==> src/bdasc_pkg.sv <==
package bdasc_pkg;

  localparam int DIGIT_BITS = 4;
  localparam int CHAR_BITS = 6;

  localparam logic [CHAR_BITS-1:0] ASCII_ZERO = 6'd48;
  localparam logic [DIGIT_BITS-1:0] DABBLE_LIMIT = 4'd5;
  localparam logic [DIGIT_BITS-1:0] DABBLE_ADD = 4'd3;

  typedef enum logic [1:0] {
    ST_IDLE,
    ST_CONVERT,
    ST_EMIT
  } state_t;

  typedef struct packed {
    logic load;
    logic shift;
    logic emit;
    logic final_digit;
  } dp_cmd_t;

endpackage

==> src/bdasc_ctrl.sv <==
module bdasc_ctrl #(
  parameter int VALUE_BITS = 32
) (
  input  logic               clk,
  input  logic               rst,
  input  logic               start,
  output logic               busy,
  output bdasc_pkg::dp_cmd_t cmd
);

  localparam int NDIG = (VALUE_BITS * 30103) / 100000 + 1;
  localparam int CW = $clog2(VALUE_BITS);

  bdasc_pkg::state_t state, state_next;
  logic [CW-1:0] cnt, cnt_next;

  always_ff @(posedge clk) begin
    if (rst) begin
      state <= bdasc_pkg::ST_IDLE;
      cnt   <= '0;
    end else begin
      state <= state_next;
      cnt   <= cnt_next;
    end
  end

  always_comb begin
    state_next = state;
    cnt_next   = cnt;
    unique case (state)
      bdasc_pkg::ST_IDLE: begin
        if (start) begin
          state_next = bdasc_pkg::ST_CONVERT;
          cnt_next   = CW'(VALUE_BITS - 1);
        end
      end
      bdasc_pkg::ST_CONVERT: begin
        if (cnt == '0) begin
          state_next = bdasc_pkg::ST_EMIT;
          cnt_next   = CW'(NDIG - 1);
        end else begin
          cnt_next = cnt - 1'b1;
        end
      end
      bdasc_pkg::ST_EMIT: begin
        if (cnt == '0) begin
          state_next = bdasc_pkg::ST_IDLE;
        end else begin
          cnt_next = cnt - 1'b1;
        end
      end
      default: begin
        state_next = bdasc_pkg::ST_IDLE;
      end
    endcase
  end

  always_comb begin
    cmd  = '0;
    busy = 1'b1;
    unique case (state)
      bdasc_pkg::ST_IDLE: begin
        busy     = 1'b0;
        cmd.load = start;
      end
      bdasc_pkg::ST_CONVERT: begin
        cmd.shift = 1'b1;
      end
      bdasc_pkg::ST_EMIT: begin
        cmd.emit        = 1'b1;
        cmd.final_digit = (cnt == '0);
      end
      default: begin
        busy = 1'b1;
      end
    endcase
  end

  a_cmd_exclusive: assert property (@(posedge clk) disable iff (rst)
    $onehot0({cmd.load, cmd.shift, cmd.emit}))
    else $error("more than one datapath command at once");

  a_convert_to_emit: assert property (@(posedge clk) disable iff (rst)
    (state == bdasc_pkg::ST_CONVERT && cnt == '0)
      |=> (state == bdasc_pkg::ST_EMIT && cnt == CW'(NDIG - 1)))
    else $error("conversion did not hand over to digit output");

  a_emit_ends: assert property (@(posedge clk) disable iff (rst)
    (state == bdasc_pkg::ST_EMIT && cnt == '0) |=> !busy)
    else $error("block still busy after the final digit");

endmodule

==> src/bdasc_dp.sv <==
module bdasc_dp #(
  parameter int VALUE_BITS = 32
) (
  input  logic                                  clk,
  input  logic                                  rst,
  input  bdasc_pkg::dp_cmd_t                    cmd,
  input  logic [31:0]                           value,
  output logic [bdasc_pkg::CHAR_BITS-1:0]       digit_char,
  output logic                                  last,
  output logic                                  strobe
);

  localparam int NDIG = (VALUE_BITS * 30103) / 100000 + 1;
  localparam int DB = bdasc_pkg::DIGIT_BITS;
  localparam int BW = NDIG * DB;

  logic [VALUE_BITS+31:0] value_ext;
  logic [VALUE_BITS-1:0]  shreg;
  logic [BW-1:0]          bcd;
  logic [BW-1:0]          bcd_adj;
  logic [DB-1:0]          top_digit;
  logic                   top_nonzero;
  logic                   seen;

  assign value_ext   = {{VALUE_BITS{1'b0}}, value};
  assign top_digit   = bcd[BW-1 -: DB];
  assign top_nonzero = (top_digit != '0);

  // Every digit of five or more gets three added before the shift, so that
  // the doubling carries correctly into the next decade.
  always_comb begin
    for (int i = 0; i < NDIG; i++) begin
      if (bcd[i*DB +: DB] >= bdasc_pkg::DABBLE_LIMIT) begin
        bcd_adj[i*DB +: DB] = bcd[i*DB +: DB] + bdasc_pkg::DABBLE_ADD;
      end else begin
        bcd_adj[i*DB +: DB] = bcd[i*DB +: DB];
      end
    end
  end

  always_ff @(posedge clk) begin
    if (cmd.load) begin
      shreg <= value_ext[VALUE_BITS-1:0];
      bcd   <= '0;
    end else if (cmd.shift) begin
      shreg <= {shreg[VALUE_BITS-2:0], 1'b0};
      bcd   <= {bcd_adj[BW-2:0], shreg[VALUE_BITS-1]};
    end else if (cmd.emit) begin
      bcd <= {bcd[BW-DB-1:0], {DB{1'b0}}};
    end
    if (cmd.emit) begin
      digit_char <= bdasc_pkg::ASCII_ZERO + {2'b00, top_digit};
      last       <= cmd.final_digit;
    end
  end

  // Leading zeros are dropped until the first non-zero digit; the final
  // digit always goes out so that zero still gives one character.
  always_ff @(posedge clk) begin
    if (rst) begin
      seen   <= 1'b0;
      strobe <= 1'b0;
    end else begin
      strobe <= cmd.emit && (seen || top_nonzero || cmd.final_digit);
      if (cmd.load) begin
        seen <= 1'b0;
      end else if (cmd.emit && top_nonzero) begin
        seen <= 1'b1;
      end
    end
  end

  a_final_strobes: assert property (@(posedge clk) disable iff (rst)
    (cmd.emit && cmd.final_digit) |=> (strobe && last))
    else $error("final digit was not output");

  a_no_gap: assert property (@(posedge clk) disable iff (rst)
    (strobe && !last) |=> strobe)
    else $error("gap inside a run of digits");

  a_run_ends: assert property (@(posedge clk) disable iff (rst)
    (strobe && last) |=> !strobe)
    else $error("digit output after the final digit");

endmodule

==> src/binary_to_decimal_ascii.sv <==
// Channel  Handshake                 Ports
// -------  ------------------------  ---------------------
// input    start & !busy             value[31:0]
// output   strobe, one cycle each    digit_char[5:0], last
//
// A word is taken at an edge with start high and busy low; busy then stays
// high for VALUE_BITS + D cycles, D = floor(VALUE_BITS * 0.30103) + 1
// (42 cycles at the default width), after which a new word may be taken.
// The conversion shifts one bit per cycle; digits then leave one per cycle,
// each shown for one cycle behind strobe, leading zeros suppressed.
// Reset is synchronous and returns the controller to idle with no output.
// The receiver cannot stall the output.
module binary_to_decimal_ascii #(
  parameter int VALUE_BITS = 32
) (
  input  logic                            clk,
  input  logic                            rst,
  input  logic                            start,
  output logic                            busy,
  input  logic [31:0]                     value,
  output logic [bdasc_pkg::CHAR_BITS-1:0] digit_char,
  output logic                            last,
  output logic                            strobe
);

  bdasc_pkg::dp_cmd_t cmd;

  bdasc_ctrl #(
    .VALUE_BITS(VALUE_BITS)
  ) u_ctrl (
    .clk  (clk),
    .rst  (rst),
    .start(start),
    .busy (busy),
    .cmd  (cmd)
  );

  bdasc_dp #(
    .VALUE_BITS(VALUE_BITS)
  ) u_dp (
    .clk       (clk),
    .rst       (rst),
    .cmd       (cmd),
    .value     (value),
    .digit_char(digit_char),
    .last      (last),
    .strobe    (strobe)
  );

endmodule

==> config.mk <==
export PLATFORM = sky130hd
export DESIGN_NAME = binary_to_decimal_ascii
export DESIGN_NICKNAME = d
export VERILOG_FILES = /design/src/bdasc_pkg.sv /design/src/bdasc_ctrl.sv /design/src/bdasc_dp.sv /design/src/binary_to_decimal_ascii.sv
export SDC_FILE = /design/constraint.sdc
export NUM_CORES = 1
export LEC_CHECK = 0
export BUFFER_PORTS_ARGS = -buffer_cell sky130_fd_sc_hd__buf_4
export CAP_MARGIN = 10
export CORE_ASPECT_RATIO = 1.5
export CORE_MARGIN = 8
export CORE_UTILIZATION = 40
export CTS_BUF_LIST = sky130_fd_sc_hd__clkbuf_8
export CTS_CLUSTER_SIZE = 12
export DETAILED_ROUTE_END_ITERATION = 12
export SLEW_MARGIN = 30
export SYNTH_ARGS = -nofsm -noshare
export SYNTH_HDL_FRONTEND = slang
export SYNTH_SLANG_ARGS = --single-unit
==> constraint.sdc <==
create_clock -name clk -period 2.65 [get_ports clk]
set_input_delay 0.3975 -clock clk [delete_from_list [all_inputs] [get_ports clk]]
set_output_delay 0.3975 -clock clk [all_outputs]
set_load 0.01 [all_outputs]
==> results of run 1 <==
-- registers in the layout, summed over array words and instances, names as in the netlist --
| name | flops |
|---|---|
| u_dp.shreg | 32 |
| u_dp.strobe | 1 |
| u_dp.bcd | 40 |
| u_dp.last | 1 |
| u_ctrl.state | 2 |
| u_dp.digit_char | 4 |
| u_dp.seen | 1 |
| u_ctrl.cnt | 5 |
-- routing by layer --
layer  share of wire  vias up
met4           0.014        0
met1            0.44     1804
li1                -     1887
met5               0        -
met2            0.51       61
met3           0.036       14
-- logic make-up (layout without fill, tap and decap cells) --
logic type / after synthesis / after routing
buffers and inverters: 74 / 107
DFF: 86 / 86
and+or+nand+nor: 189 / 189
adders and majority gates: 27 / 27
xor gates and xnor gates: 19 / 19
muxes: 11 / 11
AOI/OAI and AO/OA: 122 / 122
other: 1 / 2
-- synth_stat cells, types with 3 or more instances --
master	number
a2111oi_1	3
a21oi_1	25
a22oi_1	9
a311o_1	6
buf_1	5
buf_2	11
clkbuf_1	13
dfxtp_1	49
edfxtp_1	37
ha_1	27
inv_1	42
mux2i_1	9
nand2_1	106
nand2b_1	22
nand3_1	11
nor2_1	23
nor3_1	14
o21ai_0	23
o21ai_1	16
o221a_1	17
o221ai_1	3
o31ai_1	10
xnor2_1	19
-- final timing paths --
| path | endpoint | depth (start not counted) | slack (ns) | from |
|---|---|---|---|---|
| worst min register to register | u_dp.bcd[3] | 2 | 0.49 | u_dp.bcd[3] |
| worst max-delay path | u_dp.bcd[37] | 7 | 0.81 | u_ctrl.state[1] |
| worst max register to register | u_dp.bcd[37] | 7 | 0.81 | u_ctrl.state[1] |
| worst min-delay path | u_ctrl.cnt[0] | 2 | 0.28 | rst |
-- power groups by stage --
stage,registers (mW),clock network (mW),logic (mW)
after global routing,2.46,1.09,3.36
after detailed placement,2.41,0,2.96
after global placement,2.40,0,2.88
final,2.39,0.992,2.94
after floorplan,2.32,0,2.31
after CTS,2.39,1.03,2.98
-- metrics by stage --
step | std cells | utilization | hold WS, ns
6_report | 713 | 0.4679 | 0.2760
5_1_grt | 713 | 0.4679 | 0.2713
4_1_cts | 713 | 0.4679 | 0.2673
3_5_place_dp | 697 | 0.4493 | 0.4633
3_3_place_gp | 697 | 0.4493 | 0.4582
2_1_floorplan | 530 | - | 0.4248
-- critical path, cell delays in order (launching register included) --
cell      delay [ns]
dfxtp_1         0.38
inv_1           0.10
ha_2            0.40
buf_12          0.29
nand3b_1        0.11
a211o_1         0.27
o211ai_1        0.11
nor2_1          0.07
-- layout make-up --
type | count | area (um^2) | area share
well taps | 150 | 187.7 | 0.03479
clock inverters | 7 | 90.09 | 0.01670
clock buffers | 9 | 123.9 | 0.02296
flip-flops and latches | 86 | 2092 | 0.3878
inverters | 43 | 161.4 | 0.02992
multi-input cells | 370 | 2355 | 0.4365
repair buffers | 48 | 385.4 | 0.07143
==> results.py, run 1 <==
metrics = {
    "run_status": {
        "run_status": "finished clean",
    },
    "power_and_ir_drop": {
        "switching_share": 0.4057,
        "p_comb_frac": 0.465,
        "switching_power_mw": 2.564,
        "power.internal_mw": 3.756,
        "worst_ir_drop_vdd_uv": 547.5,
        "pwr-share-seq": 0.378,
        "power.density_mw_per_mm2": 1171,
        "p_leak_nw": 2.170,
        "share_clk_of_total_power": 0.157,
        "power.total_mw": 6.320,
    },
    "routing": {
        "drc": 0,
        "route.vias.total": 3766,
        "antenna_left": 0,
        "dr.pass1.iters": 4,
        "wirelength_mm": 10.21,
        "route.detailed.wl_per_inst_um": 14.32,
        "avgViaCountPerCell": 5.282,
        "drt_first_iter_violations": 204,
    },
    "final_layout": {
        "final.fill_count": 1151,
        "final_design_area_no_fill_mm2": 0.005395,
        "final_common_cell": "nand2_1",
        "antenna_cells": 0,
        "final_cell_mix": "nand2_1, dfxtp_1, buf_4",
        "area_growth_pct": 13.92,
        "nets": 620,
        "drive_gt1_frac": 0.1314,
    },
    "synthesis": {
        "synth-async-reset-ratio": 0,
        "synth_top_family_by_area": "compound AO/OA/AOI/OAI gates",
        "postSynthRegisterBits": 86,
        "post_synth_mux_area_share": 0.02378,
        "yosys.area_share.xor_xnor": 0.03514,
        "synth_area_per_cell_um2": 8.952,
        "synth-edff-count": 37,
        "synthAdderAreaFrac": 0.07133,
        "post_synth_main_area_contributors": "edfxtp_1, dfxtp_1, nand2_1, ha_1, o221a_1",
        "synth.yosys.warnings": 0,
        "netlist_area_mm2": 0.004736,
        "synthDominantAreaCellType": "edfxtp_1",
        "synth_ff_type": "dfxtp_1",
        "synth_sequential_area_ratio": 0.4417,
        "synth_area_in_compound_gates": 0.1826,
        "netlist_instances": 529,
        "post_synth_num_cell_types": 46,
        "fraction_of_the_mapped_netlist_area_in_simple_logic_gates": 0.1815,
        "area_share_of_the_largest_cell_type_after_synthesis": 0.2346,
    },
    "clock_network": {
        "insertion_delay_ns": 0.36,
        "htree_num_levels": 3,
        "cts.root.buffer_cell": "clkbuf_8",
        "cts.sink_count": 86,
        "clock_tree.buffer_depth": 2,
        "clock_transition_at_the_register_clock_pins_on_the_worst_setup_and_hold_paths_after_cts_ns": 0.09,
        "cts_made_buffers": 9,
        "cts.hold.buffers_added": 0,
        "post_cts.repair.setup_buffers": 0,
        "post_cts_resized": 0,
        "cts_tree": "done",
    },
    "job": {
        "max-cap-violations": 0,
    },
    "timing": {
        "finalSetupViolCount": 0,
        "worst_clock_skew_ns": 0.009202,
        "rsz0062_at_grt": "no",
        "worst_slew_pin_slew_ns": 0.5823,
        "finalHoldViolCount": 0,
        "fmax_mhz": 543.3,
        "finalWorstSetupSlack_ns": 0.8095,
        "fin_crit_sh": 0.6945,
        "fin_crit_ns": 1.840,
        "setup_tns_ns": 0,
        "maxSlewViolCount": 0,
        "relSlewSlack": 0.6118,
    },
    "floorplan": {
        "die_area_mm2": 0.01565,
        "floorplan.die.width_um": 104.8,
        "ioPinCount": 44,
        "placementRows": 48,
        "floorplan.initialDensity": 0.4107,
        "design.core.area_mm2": 0.01153,
        "die_h_um": 149.3,
    },
    "worst_setup_path": {
        "endpoint_kind": "flop",
        "critPathLaunchType": "flop",
        "critPathRequiredTime_ns": 2.91,
        "critPathKind": "flop to flop",
        "timing.critical_path.fanout_max": 77,
        "worst_ep_arrival_time_ns": 2.10,
    },
    "placed_design": {
        "port_buffers": 41,
        "post_dp_cell_area_mm2": 0.005181,
        "placement.setup.worst_slack_ns": 0.8045,
        "place.gp.congestion": 0.7936,
        "detailed_place_hpwl_mm": 7.016,
    },
    "global_routing": {
        "initial_antenna_violation_count": 0,
        "grt_pass1_vias": 3787,
        "gr-max-usage-layer": "met2",
        "wire_length_of_the_first_global_routing_pass_mm": 17.66,
        "grt_usage": 0.1347,
        "pin_count_of_the_biggest_net_entering_global_routing": 78,
        "globalRouteOverflowTotal": 0,
        "met1_usage": 0.1523,
        "gr-usage-met3": 0.03244,
        "use_met2": 0.2390,
    },
    "worst_hold_path": {
        "hp-class": "input pin to flop",
    },
}
No activity file was read; power rests on OpenSTA's default activity.
==> run 2, diff against run 1 <==
--- a/config.mk
+++ b/config.mk
@@ -5,6 +5,7 @@
 export SDC_FILE = /design/constraint.sdc
 export NUM_CORES = 1
 export LEC_CHECK = 0
+export ABC_AREA = 1
 export BUFFER_PORTS_ARGS = -buffer_cell sky130_fd_sc_hd__buf_4
 export CAP_MARGIN = 10
 export CORE_ASPECT_RATIO = 1.5
==> constraint.sdc (replaced) <==
create_clock -name clk -period 1.55 [get_ports clk]
set_input_delay 0.2325 -clock clk [delete_from_list [all_inputs] [get_ports clk]]
set_output_delay 0.2325 -clock clk [all_outputs]
set_load 0.01 [all_outputs]
==> run 2 against run 1 <==
Against the previous run:
- synthesized cell count is 17% higher
- critical path depth is 2 lower
- sequential cell count stayed put
- non-clock buffer count is 15 higher
- critical endpoint is now u_dp.shreg[29]
- core utilization is 0.86 points higher
- first-iteration DRC count is 53% higher
- setup slack worse by 0.74 ns
==> results.py, run 2 <==
metrics = {
    "run_status": {
        "run_status": "finished clean",
    },
    "worst_setup_path": {
        "endpoint_kind": "flop",
        "worst_ep_arrival_time_ns": 1.53,
        "critPathRequiredTime_ns": 1.60,
        "critPathKind": "flop to flop",
        "critical_path.max_stage_delay_ns": 0.32,
        "r2r_setup_slack_ns": 0.07,
        "worst_path_max_delay_cell": "dfxtp_1",
        "critPathLaunchType": "flop",
        "crit_path_cells": "inv_1, ha_4, nand2_2, buf_4, nand2_8",
        "timing.critical_path.fanout_max": 32,
    },
    "floorplan": {
        "design.core.area_mm2": 0.01177,
        "die_h_um": 149.6,
        "ioPinCount": 44,
        "floorplan.die.width_um": 105.1,
        "die_area_mm2": 0.01571,
        "placementRows": 49,
        "floorplan.initialDensity": 0.4042,
    },
    "routing": {
        "avgViaCountPerCell": 5.175,
        "drt_first_iter_violations": 312,
        "route.vias.total": 4280,
        "dr.pass1.iters": 7,
        "antenna_left": 0,
        "route.detailed.wl_per_inst_um": 13.34,
        "drc": 0,
        "wirelength_mm": 11.04,
    },
    "final_layout": {
        "postLayoutCoreUtil": 0.4765,
        "largest_register_ff_count": 40,
        "regMostFlops": "u_dp.bcd",
        "area_growth_pct": 17.88,
        "final_cell_mix": "nand2_1, a21oi_1, buf_4",
        "largest_registers": "u_dp.bcd x40, u_dp.shreg x32, u_ctrl.cnt x5",
        "final_common_cell": "nand2_1",
        "antenna_cells": 0,
        "drive_gt1_frac": 0.1380,
        "nets": 731,
    },
    "power_and_ir_drop": {
        "p_comb_frac": 0.488,
        "worst_ir_drop_vdd_uv": 877.1,
        "power.internal_mw": 6.694,
        "p_leak_nw": 2.433,
        "power.density_mw_per_mm2": 2072,
        "pwr-share-seq": 0.359,
        "switching_power_mw": 4.925,
        "switching_share": 0.4239,
        "share_clk_of_total_power": 0.153,
        "power.total_mw": 11.62,
    },
    "clock_network": {
        "insertion_delay_ns": 0.36,
        "cts.sink_count": 86,
        "cts_made_buffers": 9,
        "cts.hold.buffers_added": 0,
        "cts.root.buffer_cell": "clkbuf_8",
        "htree_num_levels": 3,
        "clock_tree.buffer_depth": 2,
        "post_cts.repair.setup_buffers": 0,
        "clock_transition_at_the_register_clock_pins_on_the_worst_setup_and_hold_paths_after_cts_ns": 0.09,
        "cts_tree": "done",
    },
    "synthesis": {
        "netlist_area_mm2": 0.004758,
        "top_count_cell_post_synth": "nand2_1",
        "synth-edff-count": 37,
        "synth-async-reset-ratio": 0,
        "synth_ff_type": "dfxtp_1",
        "synth_area_per_cell_um2": 7.662,
        "post_synth_main_area_contributors": "edfxtp_1, dfxtp_1, nand2_1, a21oi_1, ha_1",
        "netlist_instances": 621,
        "synth_sequential_area_ratio": 0.4397,
        "post_synth_num_cell_types": 29,
        "yosys-top-cells-count": "nand2_1, a21oi_1, inv_1",
        "synth.yosys.warnings": 0,
        "postSynthRegisterBits": 86,
        "area_share_of_the_largest_cell_type_after_synthesis": 0.2335,
        "synthDominantAreaCellType": "edfxtp_1",
    },
    "global_routing": {
        "pin_count_of_the_biggest_net_entering_global_routing": 35,
        "initial_antenna_violation_count": 0,
        "globalRouteOverflowTotal": 0,
        "grt_pass1_vias": 4132,
        "wire_length_of_the_first_global_routing_pass_mm": 18.42,
        "grt_usage": 0.1415,
    },
    "timing": {
        "holdWs_ns": 0.06576,
        "fmax_mhz": 676.6,
        "finalSetupViolCount": 0,
        "maxSlewViolCount": 0,
        "worst_clock_skew_ns": 0.003488,
        "setup_tns_ns": 0,
        "finalHoldViolCount": 0,
        "fin_crit_ns": 1.478,
        "fin_crit_sh": 0.9535,
        "finalWorstSetupSlack_ns": 0.07206,
    },
    "placed_design": {
        "place.gp.congestion": 0.7774,
        "placement.setup.worst_slack_ns": 0.08548,
        "port_buffers": 41,
        "detailed_place_hpwl_mm": 8.015,
    },
    "job": {
        "max-cap-violations": 0,
    },
    "worst_hold_path": {
        "hp-class": "input pin to flop",
    },
}
-- run 2: cell count changes in the layout (fill, tap and decap cells not counted), sizes merged, moves of 9 or more --
| cell | delta |
|---|---|
| inv | +17 |
| xnor2 | -17 |
| a22oi | -9 |
| nand3 | +24 |
| o31ai | -10 |
| nand2 | +76 |
| buf | +15 |
| a21oi | +51 |
| o21ai | +10 |
| mux2i | -9 |
| nor3 | -13 |
| nand2b | -22 |
| o221a | -17 |
| nand4 | +17 |
-- run 2: power groups by stage --
| stage | combinational, mW | clock [mW] | sequential, mW |
|---|---|---|---|
| floorplan | 4.08 | 0 | 4.04 |
| global placement | 5.43 | 0 | 4.19 |
| detailed placement | 5.58 | 0 | 4.20 |
| CTS | 5.60 | 1.81 | 4.16 |
| global route | 6.49 | 1.89 | 4.28 |
| finish | 5.67 | 1.78 | 4.18 |
-- run 2: cells by family after synthesis --
family,count (synthesis),share of synthesized area
buf+inv,87,0.07914
xor+xnor,9,0.01657
simple gates,268,0.2353
fa+ha+maj,27,0.07100
compound gates,143,0.1575
other cells,1,0.0007881
flops,86,0.4397
-- run 2: layout make-up --
class / count / area (um^2)
clock buffers: 9 / 123.9
well taps: 153 / 191.4
inverters: 60 / 225.2
flip-flops and latches: 86 / 2095
repair buffers: 63 / 526.8
fillers: 1197 / 6162
multi-input cells: 449 / 2350
clock inverters: 7 / 97.59
-- run 2: repair_timing --
action | in CTS | in global routing
gates resized for setup | 0 | 10
endpoints found under the hold margin | 0 | 0
endpoints found under the setup margin | 0 | 25
-- run 2: worst paths after layout --
check	startpoint	endpoint	cells past startpoint
worst max-delay path	u_ctrl.state[0]	u_dp.shreg[29]	5
worst min-delay path	rst	u_ctrl.state[1]	2
worst max register to register	u_ctrl.state[0]	u_dp.shreg[29]	5
worst min register to register	u_dp.bcd[13]	u_dp.bcd[13]	2
-- run 2: critical path: cells and delay by family, from the launching register on --
family        cells  cell delay [ns]
buf+inv           2             0.36
fa+ha+maj         1             0.19
simple gates      2             0.29
flops             1             0.32
-- run 2: per-layer routing --
metal	global-route usage	vias to the layer above	wire (um)
met1	0.1505	2019	4731
met2	0.2692	72	5888
met4	0.05520	0	126
li1	-	2180	-
met5	0	-	0
met3	0.02414	9	290
-- run 2: through the flow --
step,cell area [um^2],instances
after floorplan,4780,622
after global placement,5341,811
after detailed placement,5341,811
after CTS,5563,827
after global routing,5609,827
final,5609,827
